<file path="src/gcw_pkg.sv">
`timescale 1ns / 1ps
// ----------------------------------------------------------------------------
// gcw_pkg: shared types and constants of the grapheme cluster segmenter
// Character classes, Hangul kinds, width codes, the input word and the
// cluster state that travels between the step logic and the top level.
// ----------------------------------------------------------------------------
package gcw_pkg;

   localparam int MAX_CLUSTER_DEF = 16;

   localparam int CP_W    = 21;
   localparam int CLASS_W = 3;
   localparam int HK_W    = 3;
   localparam int WC_W    = 3;

   // character classes
   localparam logic [CLASS_W-1:0] CLS_OTHER     = 3'd0;
   localparam logic [CLASS_W-1:0] CLS_COMBINING = 3'd1;
   localparam logic [CLASS_W-1:0] CLS_PICTO     = 3'd2;
   localparam logic [CLASS_W-1:0] CLS_EMOJI_MOD = 3'd3;
   localparam logic [CLASS_W-1:0] CLS_TEXT_MOD  = 3'd4;
   localparam logic [CLASS_W-1:0] CLS_REGIONAL  = 3'd5;
   localparam logic [CLASS_W-1:0] CLS_HANGUL    = 3'd6;

   // Hangul kinds
   localparam logic [HK_W-1:0] HK_NONE = 3'd0;
   localparam logic [HK_W-1:0] HK_L    = 3'd1;
   localparam logic [HK_W-1:0] HK_V    = 3'd2;
   localparam logic [HK_W-1:0] HK_T    = 3'd3;
   localparam logic [HK_W-1:0] HK_LV   = 3'd4;
   localparam logic [HK_W-1:0] HK_LVT  = 3'd5;

   // cluster flag bits
   localparam logic [1:0] FLAG_NONE  = 2'b00;
   localparam logic [1:0] FLAG_EMOJI = 2'b01;
   localparam logic [1:0] FLAG_WIDE  = 2'b10;
   localparam logic [1:0] FLAG_ALL   = 2'b11;

   // width codes
   localparam logic signed [WC_W-1:0] WC_JOIN   = 3'sd0;
   localparam logic signed [WC_W-1:0] WC_NARROW = 3'sd1;
   localparam logic signed [WC_W-1:0] WC_WIDE   = 3'sd2;
   localparam logic signed [WC_W-1:0] WC_WIDEN  = -3'sd2;

   typedef struct packed {
      logic [CP_W-1:0]    codepoint;
      logic [CLASS_W-1:0] base_class;
      logic               is_zwj;
      logic               is_skin_tone;
      logic [HK_W-1:0]    hangul_kind;
      logic               emoji_char;
      logic               double_width;
      logic               restart;
   } item_type;

   typedef struct packed {
      logic               picto_sequence;
      logic               last_zwj;
      logic [CLASS_W-1:0] last_base_class;
      logic [1:0]         cluster_flags;
      logic [HK_W-1:0]    tail_hangul_kind;
   } state_type;

   localparam state_type STATE_RESET = '{
      picto_sequence:   1'b0,
      last_zwj:         1'b0,
      last_base_class:  CLS_OTHER,
      cluster_flags:    FLAG_NONE,
      tail_hangul_kind: HK_NONE
   };

   function automatic logic hangul_joins(input logic [HK_W-1:0] prev,
                                         input logic [HK_W-1:0] cur);
      logic res;
      res = 1'b0;
      case (prev)
         HK_L:         res = (cur == HK_L) || (cur == HK_V) || (cur == HK_LV) ||
                             (cur == HK_LVT);
         HK_V, HK_LV:  res = (cur == HK_V) || (cur == HK_T);
         HK_T, HK_LVT: res = (cur == HK_T);
         default:      res = 1'b0;
      endcase
      return res;
   endfunction

endpackage

</file>
<file path="src/gcw_step.sv">
`timescale 1ns / 1ps
// ----------------------------------------------------------------------------
// gcw_step: join decision for one codepoint
// Combinational: from the registered word and the cluster state, decide
// join or new cluster, and form the next state and the result word.
// ----------------------------------------------------------------------------
module gcw_step #(
   parameter int MAX_CLUSTER = gcw_pkg::MAX_CLUSTER_DEF,
   parameter int CNT_W       = $clog2(MAX_CLUSTER + 1)
) (
   input  gcw_pkg::item_type                  item,
   input  gcw_pkg::state_type                 st,
   input  logic [CNT_W-1:0]                   cnt,
   output gcw_pkg::state_type                 st_next,
   output logic [CNT_W-1:0]                   cnt_next,
   output logic signed [gcw_pkg::WC_W-1:0]    width_code,
   output logic [CNT_W-1:0]                   slot
);

   localparam logic [CNT_W-1:0] CNT_MAX = CNT_W'(MAX_CLUSTER);
   localparam logic [CNT_W-1:0] CNT_ONE = CNT_W'(1);

   logic       join_w;
   logic [1:0] pflags;

   assign pflags = {item.double_width, item.emoji_char};

   always_comb begin
      join_w     = 1'b0;
      width_code = gcw_pkg::WC_JOIN;
      st_next    = st;
      cnt_next   = cnt;
      slot       = '0;

      if (cnt != '0 && !item.restart) begin
         case (item.base_class)
            gcw_pkg::CLS_EMOJI_MOD: begin
               // skin tones attach only to a pictograph
               if (!item.is_skin_tone || st.last_base_class == gcw_pkg::CLS_PICTO) begin
                  if (st.cluster_flags == gcw_pkg::FLAG_NONE) begin
                     width_code = gcw_pkg::WC_WIDEN;
                  end
                  st_next.cluster_flags = gcw_pkg::FLAG_ALL;
                  join_w = 1'b1;
               end
            end
            gcw_pkg::CLS_TEXT_MOD: begin
               st_next.picto_sequence = 1'b0;
               st_next.cluster_flags  = st.cluster_flags & ~gcw_pkg::FLAG_EMOJI;
               join_w = 1'b1;
            end
            gcw_pkg::CLS_PICTO: begin
               join_w = st.picto_sequence && st.last_zwj;
            end
            gcw_pkg::CLS_REGIONAL: begin
               join_w = (st.last_base_class == gcw_pkg::CLS_REGIONAL) && (cnt == CNT_ONE);
            end
            gcw_pkg::CLS_HANGUL: begin
               join_w = gcw_pkg::hangul_joins(st.tail_hangul_kind, item.hangul_kind);
            end
            gcw_pkg::CLS_COMBINING: begin
               join_w = 1'b1;
            end
            default: begin
               join_w = 1'b0;
            end
         endcase
      end

      if (join_w) begin
         slot = cnt;
         // saturated cluster: hold count and Hangul tail
         if (cnt < CNT_MAX) begin
            st_next.tail_hangul_kind = item.hangul_kind;
            cnt_next = cnt + CNT_ONE;
         end
      end else begin
         st_next.picto_sequence   = (item.base_class == gcw_pkg::CLS_PICTO);
         st_next.cluster_flags    = pflags;
         st_next.tail_hangul_kind = item.hangul_kind;
         cnt_next   = CNT_ONE;
         width_code = (pflags != gcw_pkg::FLAG_NONE) ? gcw_pkg::WC_WIDE : gcw_pkg::WC_NARROW;
      end

      st_next.last_zwj        = item.is_zwj;
      st_next.last_base_class = item.base_class;
   end

endmodule

</file>
<file path="src/grapheme_cluster_width_segmenter.sv">
`timescale 1ns / 1ps
// ----------------------------------------------------------------------------
// grapheme_cluster_width_segmenter: grapheme clustering with cell widths
// Input register, single-pass join logic, result register.
// ----------------------------------------------------------------------------
// Usage:
//   req_* carries one codepoint word with its class and lookup flags.
//   A word is taken on a rising edge with req_valid high and req_stall low.
//   rsp_* carries one result word per input word, in order: width code,
//   cluster flags, store slot, the codepoint and the cluster length.
//   An accepted word passes the input register, then the result register,
//   which it enters once that register is free. Throughput is one word per
//   cycle while rsp_stall is low; the cluster state is updated in the same
//   cycle a word enters the result register, so words chain without bubbles.
//   When the receiver holds rsp_stall, the result word holds, the input
//   register fills, and req_stall rises once the input register holds a word.
//   Reset (synchronous, active high) empties both registers and clears the
//   cluster state to an empty cluster; the first word then starts a cluster.
//   store_slot and cluster_length are $clog2(MAX_CLUSTER+1) bits wide and
//   the cluster length saturates at MAX_CLUSTER.
// ----------------------------------------------------------------------------
module grapheme_cluster_width_segmenter #(
   parameter int MAX_CLUSTER = gcw_pkg::MAX_CLUSTER_DEF,
   parameter int CNT_W       = $clog2(MAX_CLUSTER + 1)
) (
   input  logic                              clock,
   input  logic                              reset,
   input  logic                              req_valid,
   output logic                              req_stall,
   input  logic [gcw_pkg::CP_W-1:0]          req_codepoint,
   input  logic [gcw_pkg::CLASS_W-1:0]       req_base_class,
   input  logic                              req_is_zwj,
   input  logic                              req_is_skin_tone,
   input  logic [gcw_pkg::HK_W-1:0]          req_hangul_kind,
   input  logic                              req_emoji_char,
   input  logic                              req_double_width,
   input  logic                              req_restart,
   output logic                              rsp_valid,
   input  logic                              rsp_stall,
   output logic signed [gcw_pkg::WC_W-1:0]   rsp_width_code,
   output logic                              rsp_cluster_emoji,
   output logic                              rsp_cluster_wide,
   output logic [CNT_W-1:0]                  rsp_store_slot,
   output logic [gcw_pkg::CP_W-1:0]          rsp_stored_codepoint,
   output logic [CNT_W-1:0]                  rsp_cluster_length
);

   logic               in_v_ff;
   gcw_pkg::item_type  in_item_ff;
   gcw_pkg::state_type st_ff;
   gcw_pkg::state_type st_in;
   logic [CNT_W-1:0]   cnt_ff;
   logic [CNT_W-1:0]   cnt_in;

   logic                           out_v_ff;
   logic signed [gcw_pkg::WC_W-1:0] wc_in;
   logic [CNT_W-1:0]               slot_in;
   logic signed [gcw_pkg::WC_W-1:0] wc_ff;
   logic [1:0]                     flags_ff;
   logic [CNT_W-1:0]               slot_ff;
   logic [gcw_pkg::CP_W-1:0]       cp_ff;
   logic [CNT_W-1:0]               len_ff;

   logic out_free;
   logic advance;
   logic req_take;

   assign out_free  = !out_v_ff || !rsp_stall;
   assign advance   = in_v_ff && out_free;
   assign req_stall = in_v_ff && !out_free;
   assign req_take  = req_valid && !req_stall;

   gcw_step #(
      .MAX_CLUSTER (MAX_CLUSTER),
      .CNT_W       (CNT_W)
   ) u_step (
      .item       (in_item_ff),
      .st         (st_ff),
      .cnt        (cnt_ff),
      .st_next    (st_in),
      .cnt_next   (cnt_in),
      .width_code (wc_in),
      .slot       (slot_in)
   );

   always_ff @(posedge clock) begin
      if (reset) begin
         in_v_ff  <= 1'b0;
         out_v_ff <= 1'b0;
         st_ff    <= gcw_pkg::STATE_RESET;
         cnt_ff   <= '0;
      end else begin
         if (req_take) begin
            in_v_ff <= 1'b1;
         end else if (advance) begin
            in_v_ff <= 1'b0;
         end
         if (advance) begin
            out_v_ff <= 1'b1;
            st_ff    <= st_in;
            cnt_ff   <= cnt_in;
         end else if (!rsp_stall) begin
            out_v_ff <= 1'b0;
         end
      end
   end

   // payload registers
   always_ff @(posedge clock) begin
      if (req_take) begin
         in_item_ff <= '{
            codepoint:    req_codepoint,
            base_class:   req_base_class,
            is_zwj:       req_is_zwj,
            is_skin_tone: req_is_skin_tone,
            hangul_kind:  req_hangul_kind,
            emoji_char:   req_emoji_char,
            double_width: req_double_width,
            restart:      req_restart
         };
      end
      if (advance) begin
         wc_ff    <= wc_in;
         flags_ff <= st_in.cluster_flags;
         slot_ff  <= slot_in;
         cp_ff    <= in_item_ff.codepoint;
         len_ff   <= cnt_in;
      end
   end

   assign rsp_valid            = out_v_ff;
   assign rsp_width_code       = wc_ff;
   assign rsp_cluster_emoji    = flags_ff[0];
   assign rsp_cluster_wide     = flags_ff[1];
   assign rsp_store_slot       = slot_ff;
   assign rsp_stored_codepoint = cp_ff;
   assign rsp_cluster_length   = len_ff;

`ifndef SYNTH
   a_cnt_range: assert property (@(posedge clock) disable iff (reset)
      cnt_ff <= CNT_W'(MAX_CLUSTER))
      else $error("cluster count above maximum");

   a_len_nonzero: assert property (@(posedge clock) disable iff (reset)
      rsp_valid |-> (rsp_cluster_length != '0))
      else $error("result with empty cluster");

   a_new_cluster: assert property (@(posedge clock) disable iff (reset)
      rsp_valid && (rsp_width_code == gcw_pkg::WC_NARROW ||
                    rsp_width_code == gcw_pkg::WC_WIDE)
      |-> (rsp_store_slot == '0) && (rsp_cluster_length == CNT_W'(1)))
      else $error("new cluster not at slot zero with length one");

   a_widen_flags: assert property (@(posedge clock) disable iff (reset)
      rsp_valid && (rsp_width_code == gcw_pkg::WC_WIDEN)
      |-> rsp_cluster_emoji && rsp_cluster_wide)
      else $error("widen code without emoji and wide flags");

   a_join_slot: assert property (@(posedge clock) disable iff (reset)
      rsp_valid && (rsp_width_code == gcw_pkg::WC_JOIN ||
                    rsp_width_code == gcw_pkg::WC_WIDEN)
      |-> (rsp_store_slot != '0))
      else $error("joined codepoint stored at slot zero");
`endif

endmodule

</file>
<file path="config.mk">
export PLATFORM = sky130hd
export DESIGN_NAME = grapheme_cluster_width_segmenter
export DESIGN_NICKNAME = d
export VERILOG_FILES = /design/src/gcw_pkg.sv /design/src/gcw_step.sv /design/src/grapheme_cluster_width_segmenter.sv
export SDC_FILE = /design/constraint.sdc
export NUM_CORES = 1
export LEC_CHECK = 0
export ABC_AREA = 0
export ABC_CLOCK_PERIOD_IN_PS = 4700
export BUFFER_PORTS_ARGS = -buffer_cell sky130_fd_sc_hd__buf_2
export CAP_MARGIN = 20
export CORE_AREA = 2 2 85 87
export DETAILED_ROUTE_END_ITERATION = 8
export DIE_AREA = 0 0 87 89
export GPL_ROUTABILITY_DRIVEN = 1
export GPL_TIMING_DRIVEN = 0
export PLACE_DENSITY_LB_ADDON = 0.25
export SLEW_MARGIN = 20
export SYNTH_ARGS = -nofsm -noshare
export SYNTH_HDL_FRONTEND = slang
export SYNTH_SLANG_ARGS = --single-unit
</file>
<file path="constraint.sdc">
create_clock -name clock -period 4.7 [get_ports clock]
set_clock_uncertainty 0.1 [all_clocks]
set_input_delay 0 -clock clock [delete_from_list [all_inputs] [get_ports clock]]
set_output_delay 0 -clock clock [all_outputs]
set_load 0.02 [all_outputs]
</file>
Word-level counts from Yosys, hierarchy flattened:

Cells that the tools add are included.

* flip-flop bits (word level): 85
* bits of input ports: 36
* output and inout port bits: 38
* logic and storage cells: 98

* add/subtract/negate cells: 1
* magnitude comparators: 1
* eq/ne operators: 23
* mux-type cells: 25
* reductions and logical operators: 27

Operator list (number)
* equality test 3 bit, second input constant: 8
* equality test 3 x 2 -> 1 bit, second input constant: 7
* 2-to-1 mux 3 bit: 7
* 2-to-1 mux 5 bit: 2
* equality test 3 x 1 -> 1 bit, second input constant: 3
* 2-to-1 mux 1 bit: 9
* 2-to-1 mux 2 bit: 4
* logical AND 1 bit: 6
* zero test 1 bit: 6
* logical OR 1 bit: 6
* != test 2 bit, second input constant: 3
* OR reduction 2 bit: 3
* adder 5 x 1 -> 5 bit, second input constant: 1
* equality test 5 x 1 -> 1 bit, second input constant: 1
* less-than comparator 5 bit, second input constant: 1
* case mux 1 bit (5 select lines): 1
* nonzero test 5 bit: 1
* case mux 2 bit (2 select lines): 1
* nonzero test 2 bit: 2
* case mux 1 bit (3 select lines): 1
* AND reduction 3 bit: 1
* zero test 2 bit: 1
* != test 2 x 1 -> 1 bit, second input constant: 1
* AND reduction 2 bit: 1

Longest topological paths before layout:

* word-level depth: 9
* gate-level depth with buffers: 10
* mapped depth without buffers: 8

Hierarchy:

Synthesis repeated with hierarchy kept, for this count alone.

* cell total of the unflattened synthesis: 225
* area, all modules: 3434.5 um^2

By module, submodules not included
* grapheme_cluster_width_segmenter: times used 1, cells each 143, area each 2803.9 um^2, sequential area each 2382.3 um^2
* gcw_step: times used 1, cells each 82, area each 630.6 um^2, sequential area each 0.0 um^2

Worst setup path after synthesis:

OpenSTA, ideal clock, no wires.

* path kind: register to register
* from: register out_v_ff (netlist: rsp_valid)
* to: register in_item_ff[0] (netlist bit), enable pin
* library setup time: 424 ps
* arrival: 2134 ps
* data required time: 4176 ps
* slack: 2041 ps
* stages on the path, launching flop included: 3
* buffers on the path: 0
* clock period less this slack: 2659 ps
* cells stage by stage: dfxtp_1 and3_1 nor2b_1

* longest elaborated chain between the ends: 6

RTL lines
* start: declaration: RTL line grapheme_cluster_width_segmenter.sv:55 `logic out_v_ff;`
* start signal: assignment: RTL line grapheme_cluster_width_segmenter.sv:89 `out_v_ff <= 1'b0;`
* start signal: assignment: RTL line grapheme_cluster_width_segmenter.sv:99 `out_v_ff <= 1'b1;`
* start signal: assignment: RTL line grapheme_cluster_width_segmenter.sv:103 `out_v_ff <= 1'b0;`
* zero test 1 bit: RTL line grapheme_cluster_width_segmenter.sv:68 `assign out_free = !out_v_ff || !rsp_stall;`
* logical OR 1 bit: RTL line grapheme_cluster_width_segmenter.sv:68
* zero test 1 bit: RTL line grapheme_cluster_width_segmenter.sv:70 `assign req_stall = in_v_ff && !out_free;`
* logical AND 1 bit: RTL line grapheme_cluster_width_segmenter.sv:70
* via req_stall: RTL line grapheme_cluster_width_segmenter.sv:29 `output logic req_stall,`
* zero test 1 bit: RTL line grapheme_cluster_width_segmenter.sv:71 `assign req_take = req_valid && !req_stall;`
* logical AND 1 bit: RTL line grapheme_cluster_width_segmenter.sv:71
* via req_take: RTL line grapheme_cluster_width_segmenter.sv:66 `logic req_take;`
* end signal: assignment: RTL line grapheme_cluster_width_segmenter.sv:111 `in_item_ff <= '{`
* end: declaration: RTL line grapheme_cluster_width_segmenter.sv:49 `gcw_pkg::item_type in_item_ff;`

The timed path passes the listed nets, and every way through them passes these cells.
A chain may end at the register's enable or synchronous reset.

==> flow_metrics.py <==
metrics = {
    "clocking": {
        "cts_buffer_depth": 2,
        "cts_setup_buffers": 0,
        "clockRootBuffer": "clkbuf_8",
        "htreeDepth": 3,
        "cts_made_buffers": 9,
        "clock_latency_ns": 0.36,
        "cts_tree": "done",
        "clkTransAtPathRegs_ns": 0.09,
        "cts_sinks": 85,
    },
    "route": {
        "highest_layer": "met4",
        "wire_per_inst_um": 13.7,
        "met1_length_um": 2450,
        "met2_length_um": 2890,
        "viasPerCell": 4.93,
        "drt-pass1-iter-count": 4,
        "drc": 0,
        "vias": 2075,
        "drt_iter0_markers": 71,
        "met3_length_um": 281,
        "ant_nets": 0,
        "wl_um": 5750,
    },
    "critical_path": {
        "critical_path_arrival_ns": 2.22,
        "cp-start-kind": "register",
        "critPathKind": "register to register",
        "crit_required_ns": 4.70,
        "slowest_stage": "dfxtp_1",
        "slowest_delay_ns": 0.47,
        "cp_cell_sequence": "inv_1 -> ha_1 -> a21oi_1 -> o211a_1 -> o31a_1 -> buf_6 -> buf_2 -> a31oi_1",
        "critical_path.max_fanout": 10,
        "end_kind": "register",
    },
    "synthesis": {
        "syn_inst": 216,
        "ys_types": 48,
        "synth_warnings": 0,
        "syn_area_mm2": 0.00319,
        "synthTopCellsByArea": "edfxtp_1 (64%), dfxtp_1 (11%), nand2_1 (1.8%)",
        "ys_seq_elements": 85,
        "yosysTopAreaCell": "edfxtp_1",
        "syn_area_per_cell_um2": 14.8,
        "synth_fp_nets": 255,
        "yosysSeqAreaShare_pct": 74.7,
        "synth_top_cell_area_share_pct": 64.1,
    },
    "worst_hold_path": {
        "hp-class": "input pin to register",
    },
    "cells_and_area": {
        "nets": 375,
        "final_cell_mix": "buf_2 (76), edfxtp_1 (68), dlygate4sd3_1 (35)",
        "antennaDiodeCount": 0,
        "area_delta_synth_final_pct": 32.4,
        "fin_util_pct": 62.8,
        "layout_commonest_cell": "buf_2",
        "drive_gt1_share_pct": 29.6,
    },
    "sta": {
        "final-hold-violation-count": 0,
        "fin_crit_sh_pct": 47.3,
        "rsz0062_at_grt": "false",
        "timing.hold.ws_ns": 0.244,
        "finalMaxSlewViolations": 0,
        "slew_headroom_pct": 53.9,
        "tns_ns": 0,
        "setup_viol_count_final": 0,
        "tightest_slew_ns": 0.691,
        "fmax_mhz": 450,
        "period_minus_slack_ns": 2.22,
    },
    "grt": {
        "overflow": 0,
        "antenna_found_initial": 0,
        "grt_pass1_vias": 1931,
        "grt_start_max_net_pins": 45,
        "grt_pass1_wl_um": 8980,
        "grt.total_usage_pct": 15.8,
    },
    "power": {
        "leakage_nw": 1.62,
        "ir_drop_mv": 0.177,
        "powerDensity_mw_per_mm2": 345,
    },
    "placement": {
        "hpwl_um": 3620,
        "finalWeightedCongestion": 0.783,
        "io_buffers": 73,
    },
    "die": {
        "coreArea_mm2": 0.00672,
        "start_util_pct": 47.4,
        "die_x_um": 87,
        "pin_count": 74,
        "rows": 30,
        "die_area_mm2": 0.00774,
        "dieHeight_um": 89,
    },
    "status": {
        "status": "completed",
    },
    "run": {
        "max-cap-violations": 0,
    },
}
==> worst paths after layout <==
| kind | start | to | slack (ns) | cells past startpoint |
|---|---|---|---|---|
| max reg2reg | cnt_ff[0] | flags_ff[0] | 2.48 | 8 |
| max | cnt_ff[0] | flags_ff[0] | 2.48 | 8 |
| min reg2reg | in_item_ff[29] | rsp_stored_codepoint[18] | 0.32 | 0 |
| min | req_codepoint[9] | in_item_ff[20] | 0.24 | 2 |
==> registers in the layout (all words and copies together) (netlist names) <==
name                  count
st_ff                    10
flags_ff                  2
rsp_stored_codepoint     21
in_item_ff               32
rsp_valid                 1
cnt_ff                    5
rsp_store_slot            5
rsp_width_code            3
in_v_ff                   1
rsp_cluster_length        5
==> layer usage <==
layer	global-route usage, %	vias to the layer above
met4	9.94	0
li1	-	1043
met1	19.2	962
met2	25.0	60
met3	4.52	10
met5	0	-
==> stage by stage <==
| stage | std cells | power [mW] | worst slack [ns] | cell area (um^2) |
|---|---|---|---|---|
| CTS | 421 | 1.47 | 2.50 | 4220 |
| finish | 421 | 1.46 | 2.48 | 4220 |
| detailed placement | 370 | 0.982 | 2.50 | 3690 |
| global route | 421 | 1.51 | 2.33 | 4220 |
| global placement | 369 | 0.976 | 1.53 | 3650 |
| floorplan | 216 | 0.938 | 2.04 | 3190 |
==> logic make-up (layout without fill, tap and decap cells) <==
group                    after synthesis  after routing  share of synthesized area (%)
AND/OR/NAND/NOR                       73             73                           12.5
buffers and inverters                 15            140                           2.12
AO/OA/AOI/OAI                         34             34                           7.73
flip-flops                            85             85                           74.7
XOR/XNOR                               3              3                          0.824
multiplexers                           3              3                          0.942
adder cells (fa/ha/maj)                3              3                           1.18
==> cells in the mapped netlist (all sizes together) <==
cell,n
edfxtp,68
dfxtp,17
nand2,15
nor2,12
a21oi,10
nor3,9
and2,7
nand2b,7
inv,6
nor2b,6
o21ai,6
buf,5
nand3,4
a31oi,3
and3,3
clkbuf,3
ha,3
mux2i,3
nor4b,3
o21a,2
xnor2,2
a2111o,1
a2111oi,1
a211oi,1
a21bo,1
a22oi,1
a32o,1
a41oi,1
and4b,1
clkinv,1
nand3b,1
nand4,1
nand4b,1
nor3b,1
o2111ai,1
o211a,1
o21bai,1
o311a,1
o31a,1
o31ai,1
or2,1
or3b,1
xor2,1
==> cell type report <==
class	count	area, um^2
clock buffers	9	124
inverters	7	27.5
multi-input cells	116	746
well taps	80	100
fillers	508	2500
repair buffers	109	743
plain buffers	8	41.3
clock inverters	7	56.3
flip-flops and latches	85	2380
==> where the power goes <==
part / switching, mW / total, mW / internal [mW]
Combinational: 0.0641 / 0.120 / 0.0559
Clock: 0.273 / 0.472 / 0.198
Sequential: 0.0152 / 0.866 / 0.851
Total: 0.353 / 1.46 / 1.11
==> critical path, delay by kind of cell (launching register included) <==
kind                     cells  cell delay [ns]
AO/OA/AOI/OAI                4             0.73
flip-flops                   1             0.47
buffers and inverters        3             0.45
adder cells (fa/ha/maj)      1             0.21
==> repair_timing <==
item | CTS | global route
gates resized for setup | 0 | 0
hold buffers | 35 | 0
endpoints found under the hold margin | 36 | 0
(Power assumes the default switching activity.)
